**src/design/lsp_pkg.sv**
```systemverilog
// Shared types, constants and the delay table of the LED stacking and LFSR pattern block.
package lsp_pkg;

    localparam int unsigned SampleWidth = 10;
    localparam int unsigned LedWidth    = 8;
    localparam int unsigned DelayWidth  = 20;
    localparam int unsigned ChoiceWidth = 3;

    // Pattern modes.
    localparam logic MODE_STACK = 1'b0;
    localparam logic MODE_SHIFT = 1'b1;

    // Delay choice codes.
    localparam logic [ChoiceWidth-1:0] DELAY_100K = 3'd0;
    localparam logic [ChoiceWidth-1:0] DELAY_300K = 3'd1;
    localparam logic [ChoiceWidth-1:0] DELAY_500K = 3'd2;
    localparam logic [ChoiceWidth-1:0] DELAY_700K = 3'd3;
    localparam logic [ChoiceWidth-1:0] DELAY_900K = 3'd4;

    // Potentiometer thresholds between the delay bands.
    localparam logic [SampleWidth-1:0] THRESH_1 = 10'd205;
    localparam logic [SampleWidth-1:0] THRESH_2 = 10'd410;
    localparam logic [SampleWidth-1:0] THRESH_3 = 10'd615;
    localparam logic [SampleWidth-1:0] THRESH_4 = 10'd820;

    // Pattern restart values.
    localparam logic [LedWidth-1:0] MOVING_START = 8'h01;
    localparam logic [LedWidth-1:0] MOVING_TOP   = 8'h80;
    localparam logic [LedWidth-1:0] FILLED_START = 8'h00;
    localparam logic [LedWidth-1:0] FILLED_FULL  = 8'hFF;
    localparam logic [LedWidth-1:0] SHIFT_SEED   = 8'h39;

    typedef struct packed {
        logic [SampleWidth-1:0] adc_sample;
        logic                   adc_ok;
        logic                   button_next;
        logic                   button_prev;
    } lsp_item_t;

    typedef struct packed {
        logic [LedWidth-1:0]   led_pattern;
        logic [DelayWidth-1:0] step_delay;
        logic                  active_mode;
    } lsp_result_t;

    function automatic logic [DelayWidth-1:0] delay_cycles(input logic [ChoiceWidth-1:0] choice);
        logic [DelayWidth-1:0] cycles;
        case (choice)
            DELAY_100K: cycles = 20'd100000;
            DELAY_300K: cycles = 20'd300000;
            DELAY_500K: cycles = 20'd500000;
            DELAY_700K: cycles = 20'd700000;
            default:    cycles = 20'd900000;
        endcase
        return cycles;
    endfunction

endpackage

```
**src/design/lsp_delay_sel.sv**
```systemverilog
// Threshold compare that maps a potentiometer sample to a delay choice.
module lsp_delay_sel
    import lsp_pkg::*;
(
    input  logic [SampleWidth-1:0] adc_sample,
    output logic [ChoiceWidth-1:0] choice
);

    always_comb
    begin
        if (adc_sample < THRESH_1)
            choice = DELAY_100K;
        else if (adc_sample < THRESH_2)
            choice = DELAY_300K;
        else if (adc_sample < THRESH_3)
            choice = DELAY_500K;
        else if (adc_sample < THRESH_4)
            choice = DELAY_700K;
        else
            choice = DELAY_900K;
    end

endmodule

```
**src/design/lsp_step.sv**
```systemverilog
// Pattern state registers and the single-tick update of delay, mode and LED pattern.
module lsp_step
    import lsp_pkg::*;
(
    input  logic        clk,
    input  logic        rst_n,
    input  logic        advance,
    input  lsp_item_t   item,
    output lsp_result_t result
);

    logic [ChoiceWidth-1:0] choice_reg, choice_next, sample_choice;
    logic                   mode_reg, mode_next;
    logic                   last_next_reg, last_prev_reg;
    logic [LedWidth-1:0]    moving_reg, moving_next;
    logic [LedWidth-1:0]    filled_reg, filled_next;
    logic [LedWidth-1:0]    shift_reg, shift_next;

    logic                   edge_next, edge_prev, restart;
    logic [LedWidth-1:0]    moving_cur, filled_cur, shift_cur;
    logic [LedWidth-1:0]    next_pos, merged, shifted;
    logic                   merge;
    logic [LedWidth-1:0]    pattern;

    lsp_delay_sel u_delay_sel (
        .adc_sample (item.adc_sample),
        .choice     (sample_choice)
    );

    always_comb
    begin
        choice_next = item.adc_ok ? sample_choice : choice_reg;

        // A falling edge on either button toggles the mode; both together cancel out.
        edge_next = last_next_reg & ~item.button_next;
        edge_prev = last_prev_reg & ~item.button_prev;
        restart   = edge_next | edge_prev;
        mode_next = mode_reg ^ edge_next ^ edge_prev;

        moving_cur = restart ? MOVING_START : moving_reg;
        filled_cur = restart ? FILLED_START : filled_reg;
        shift_cur  = restart ? SHIFT_SEED   : shift_reg;

        next_pos = {moving_cur[LedWidth-2:0], 1'b0};
        merged   = filled_cur | moving_cur;
        merge    = (moving_cur == MOVING_TOP) || ((next_pos & filled_cur) != '0);
        shifted  = {shift_cur[LedWidth-2:0], shift_cur[5] ^ shift_cur[4]};

        moving_next = moving_cur;
        filled_next = filled_cur;
        shift_next  = shift_cur;

        if (mode_next == MODE_STACK)
        begin
            pattern = merged;
            if (merge)
            begin
                moving_next = MOVING_START;
                filled_next = (merged == FILLED_FULL) ? FILLED_START : merged;
            end
            else
            begin
                moving_next = next_pos;
            end
        end
        else
        begin
            shift_next = shifted;
            pattern    = shifted;
        end

        result.led_pattern = pattern;
        result.step_delay  = delay_cycles(choice_next);
        result.active_mode = mode_next;
    end

    always_ff @(posedge clk or negedge rst_n)
    begin
        if (!rst_n)
        begin
            choice_reg    <= DELAY_500K;
            mode_reg      <= MODE_STACK;
            last_next_reg <= 1'b1;
            last_prev_reg <= 1'b1;
            moving_reg    <= MOVING_START;
            filled_reg    <= FILLED_START;
            shift_reg     <= SHIFT_SEED;
        end
        else if (advance)
        begin
            choice_reg    <= choice_next;
            mode_reg      <= mode_next;
            last_next_reg <= item.button_next;
            last_prev_reg <= item.button_prev;
            moving_reg    <= moving_next;
            filled_reg    <= filled_next;
            shift_reg     <= shift_next;
        end
    end

endmodule

```
**src/design/led_stack_and_lfsr_pattern.sv**
```systemverilog
// Top level of the LED stacking and LFSR pattern generator with its input and result registers.
//
//   Channel  Handshake           Payload
//   input    in_valid/in_stall   adc_sample, adc_ok, button_next, button_prev
//   output   out_valid/out_stall led_pattern, step_delay, active_mode
//
// Every tick transaction passes an input register and then a result register. Its result is
// offered once the result register has taken it from the input register.
// One transaction can be accepted in every cycle in which in_stall is low.
// The pattern state advances only when the input register hands its tick to the result
// register, which keeps the order of ticks exact under any stall pattern.
// Reset (rst_n low, asynchronous) empties both registers and restores the pattern state:
// delay choice DELAY_500K, stacking mode, both buttons released, pattern restarted.
// A stalled result holds; the input register then fills and in_stall rises.
module led_stack_and_lfsr_pattern
    import lsp_pkg::*;
(
    input  logic                   clk,
    input  logic                   rst_n,

    input  logic                   in_valid,
    output logic                   in_stall,
    input  logic [SampleWidth-1:0] adc_sample,
    input  logic                   adc_ok,
    input  logic                   button_next,
    input  logic                   button_prev,

    output logic                   out_valid,
    input  logic                   out_stall,
    output logic [LedWidth-1:0]    led_pattern,
    output logic [DelayWidth-1:0]  step_delay,
    output logic                   active_mode
);

    // Input register stage.
    logic        item_valid_reg;
    lsp_item_t   item_reg;

    // Result register stage.
    logic        res_valid_reg;
    lsp_result_t res_reg;

    lsp_result_t step_result;
    logic        res_free;
    logic        advance;
    logic        in_take;

    // The result register can take a new tick when empty or when its transaction completes.
    assign res_free = !res_valid_reg || !out_stall;
    assign advance  = item_valid_reg && res_free;
    assign in_stall = item_valid_reg && !res_free;
    assign in_take  = in_valid && !in_stall;

    lsp_step u_step (
        .clk     (clk),
        .rst_n   (rst_n),
        .advance (advance),
        .item    (item_reg),
        .result  (step_result)
    );

    always_ff @(posedge clk or negedge rst_n)
    begin
        if (!rst_n)
        begin
            item_valid_reg <= 1'b0;
            res_valid_reg  <= 1'b0;
        end
        else
        begin
            if (in_take)
                item_valid_reg <= 1'b1;
            else if (advance)
                item_valid_reg <= 1'b0;

            if (advance)
                res_valid_reg <= 1'b1;
            else if (!out_stall)
                res_valid_reg <= 1'b0;
        end
    end

    // Payload registers carry no reset.
    always_ff @(posedge clk)
    begin
        if (in_take)
        begin
            item_reg.adc_sample  <= adc_sample;
            item_reg.adc_ok      <= adc_ok;
            item_reg.button_next <= button_next;
            item_reg.button_prev <= button_prev;
        end
        if (advance)
            res_reg <= step_result;
    end

    assign out_valid   = res_valid_reg;
    assign led_pattern = res_reg.led_pattern;
    assign step_delay  = res_reg.step_delay;
    assign active_mode = res_reg.active_mode;

endmodule
```
**config.mk**
```make
export PLATFORM = sky130hd
export DESIGN_NAME = led_stack_and_lfsr_pattern
export DESIGN_NICKNAME = d
export VERILOG_FILES = /design/src/design/lsp_pkg.sv /design/src/design/lsp_delay_sel.sv /design/src/design/lsp_step.sv /design/src/design/led_stack_and_lfsr_pattern.sv
export SDC_FILE = /design/constraint.sdc
export NUM_CORES = 1
export LEC_CHECK = 0
export CAP_MARGIN = 0
export CORE_MARGIN = 2
export CORE_UTILIZATION = 35
export DETAILED_ROUTE_END_ITERATION = 8
export DONT_BUFFER_PORTS = 1
export PLACE_DENSITY_LB_ADDON = 0.1
export SYNTH_ARGS = -nofsm -noshare
export SYNTH_HDL_FRONTEND = slang
export SYNTH_SLANG_ARGS = --single-unit
```
**constraint.sdc**
```tcl
create_clock -name clk -period 2.2 [get_ports clk]
set_input_delay 0.44 -clock clk [delete_from_list [all_inputs] [get_ports clk]]
set_output_delay 0.44 -clock clk [all_outputs]
set_load 0.01 [all_outputs]
```
==> results.sh <==
export IMPL_r2r_end="u_step.filled_reg[6]"
export IMPL_ys_warn_count=0
export IMPL_path_class="flip-flop to flip-flop"
export IMPL_synth_top_area_share_pct=34.2
export IMPL_drive_gt1_share_pct=22.7
export IMPL_clock_sinks=63
export IMPL_wl_per_cell_um=15.9
export IMPL_r2r_setup_slack_ps=-200
export IMPL_drv_slew=0
export IMPL_largest_register_ffs=13
export IMPL_place_congestion=0.811
export IMPL_setup_slack_ps=-202
export IMPL_synth_most_common_cell="edfxtp_1"
export IMPL_top_level_ports=48
export IMPL_syn2layout_area_growth_pct=16.7
export IMPL_synth_edff_count=32
export IMPL_synth_area_leaders="edfxtp_1, dfrtp_1, dfstp_2"
export IMPL_grt_max_degree=32
export IMPL_synth_distinct_cells=47
export IMPL_synth_flop_cell="edfxtp_1"
export IMPL_dpl_hpwl_mm=4.05
export IMPL_ant_nets=0
export IMPL_die_y_um=93.6
export IMPL_fin_crit_ps=2400
export IMPL_hold_class="input pin to flip-flop"
export IMPL_drtIter0Drc=107
export IMPL_stdcell_count=375
export IMPL_die_w_um=93.6
export IMPL_cts_buffers=9
export IMPL_setup_violations_final=5
export IMPL_grt_setup_unrepaired="yes"
export IMPL_vias=1940
export IMPL_fin_skew_ps=8.70
export IMPL_core_mm2=0.00777
export IMPL_via_per_inst=5.17
export IMPL_die_area_mm2=0.00875
export IMPL_power_leakage_uw=0.00131
export IMPL_power_density_mw_per_mm2=1180
export IMPL_grt_use_total_pct=14.8
export IMPL_ff2ff_path_depth=5
export IMPL_cp_max_fo=5
export IMPL_root_buffer="clkbuf_8"
export IMPL_h_tree_depth=3
export IMPL_yosys_area_top_type="edfxtp_1"
export IMPL_synth_cells=238
export IMPL_ir_worst_vdd_mv=0.398
export IMPL_std_cell_rows=32
export IMPL_start_kind="flip-flop"
export IMPL_clock_path_buffers=2
export IMPL_syn_cell_area_mm2=0.00281
export IMPL_cts_clk_slew_worst_paths_ps=70
export IMPL_drc=0
export IMPL_outcome="finished with violations"
export IMPL_drt_pass1_iterations=4
export IMPL_post_cts_buffers=0
export IMPL_cp_data_arrival_time_ps=2620
export IMPL_stdcell_area_mm2=0.00328
export IMPL_dpl_instance_area_mm2=0.00307
export IMPL_cts_tree="done"
export IMPL_clkLatencyLatePin_ps=330
export IMPL_grt_first_pass_wirelength_mm=9.83
export IMPL_maxSlewHeadroom_pct=61.8
export IMPL_synthTopCellsByCount="edfxtp_1, nand2_1, dfrtp_1"
export IMPL_dp_cells=357
export IMPL_finalCritPeriodShare_pct=109
export IMPL_nFillCells=749
export IMPL_worst_slew_pin_slew_ps=574
export IMPL_wl_mm=5.95
export IMPL_grt_overflow=0
export IMPL_violations="setup timing"
export IMPL_fmax_ghz=0.416
export IMPL_hold_viol=0
export IMPL_maxCapViolCount=0
export IMPL_port_buffers=0
export IMPL_syn_area_per_cell_um2=11.8
export IMPL_start_util_pct=36.1
export IMPL_synthArstFlopShare_pct=49.2
export IMPL_startpoint="u_step.moving_reg[0]"
export IMPL_nNetsFinal=285
export IMPL_synth_seq_area_share_pct=62.2
export IMPL_critPathCapture="u_step.filled_reg[6]"
export IMPL_end_kind="flip-flop"
export IMPL_grt_pass1_vias=1880
export IMPL_n_antenna_cell=0
export IMPL_ys_ff_latch=63
export IMPL_post_route_util_pct=42.2
export IMPL_critical_path_required_ps=2420
export IMPL_antenna_found_initial=0
export IMPL_r2r_start="u_step.moving_reg[0]"
[layout by cell type, fill, tap and decap left out, types with 3 or more instances in the layout]
cell | netlist | layout
dfstp_2 | 8 | 8
o31ai_1 | 3 | 3
buf_4 | 10 | 28
a22o_1 | 5 | 5
a21oi_1 | 9 | 8
nor2_1 | 20 | 19
a211oi_1 | 4 | 4
edfxtp_1 | 32 | 32
nand2b_1 | 4 | 4
nand2_1 | 28 | 28
o211ai_1 | 3 | 3
o22ai_1 | 5 | 5
nor2b_1 | 5 | 5
inv_1 | 7 | 7
clkbuf_8 | 0 | 9
nor4_1 | 3 | 3
o21ai_0 | 12 | 12
nand3_1 | 5 | 5
a32o_1 | 6 | 6
and2_1 | 3 | 3
conb_1 | 2 | 8
or4_4 | 2 | 3
dfrtp_1 | 23 | 23
[logic make-up (layout without fill, tap and decap cells)]
logic type	after synthesis	in the layout	synth area share [%]
xor+xnor	2	2	1.11
mux	2	2	0.758
flops	63	63	62.2
compound gates	65	65	16.8
simple gates	80	80	14.3
other cells	2	8	0.267
buf+inv	24	53	4.55
[worst max-delay path, cell delays in order, from the launching register on]
cell and delay, ps:
dfstp_2 540, nor2_2 40, or4_4 480, or4_4 500, or4_4 470, a32o_1 270
[routing by layer]
layer / GRT usage (%) / wire, um / vias to the layer above
li1: - / - / 936
met1: 21.2 / 2880 / 918
met2: 21.1 / 2640 / 78
met3: 4.11 / 325 / 8
met4: 6.04 / 104 / 0
met5: 0 / 0 / -
[report_power, final]
group	internal (uW)	switching, uW	total (uW)
combinational	555	661	1220
sequential	1620	220	1840
clock	398	425	822
total	2570	1310	3880
[area by class of cell]
| type | instances | area (um^2) | share of cell area (%) |
|---|---|---|---|
| Multi-Input combinational cell | 157 | 980 | 29.9 |
| Timing Repair Buffer | 30 | 240 | 7.33 |
| Tap cell | 102 | 128 | 3.89 |
| Inverter | 7 | 26.3 | 0.802 |
| Sequential cell | 63 | 1750 | 53.3 |
| Clock buffer | 11 | 131 | 4.01 |
| Clock inverter | 5 | 25.0 | 0.764 |
[stage by stage]
step	total power, uW	setup TNS [ps]	hold slack [ps]	setup slack (ps)
global placement	3040	-946	146	-191
detailed placement	3040	-932	146	-192
finish	3880	-1000	198	-202
CTS	3900	-1030	185	-209
global route	4140	-1440	173	-262
floorplan	2550	-874	144	-175
[what timing repair did]
item,CTS,global route
hold buffers,2,0
endpoints found under the hold margin,31,0
setup endpoints to repair,6,12
resized for setup,2,4
[how the worst min path moves through the flow]
stage,to,from,cells after the start
6_report,item_reg[10],adc_sample[7],0
5_1_grt,item_reg[0],button_prev,0
4_1_cts,item_reg[5],adc_sample[2],0
3_5_place_dp,u_step.moving_reg[1],rst_n,0
3_3_place_gp,u_step.shift_reg[6],rst_n,0
2_1_floorplan,item_valid_reg,rst_n,0
No activity file was read; power rests on OpenSTA's default activity.
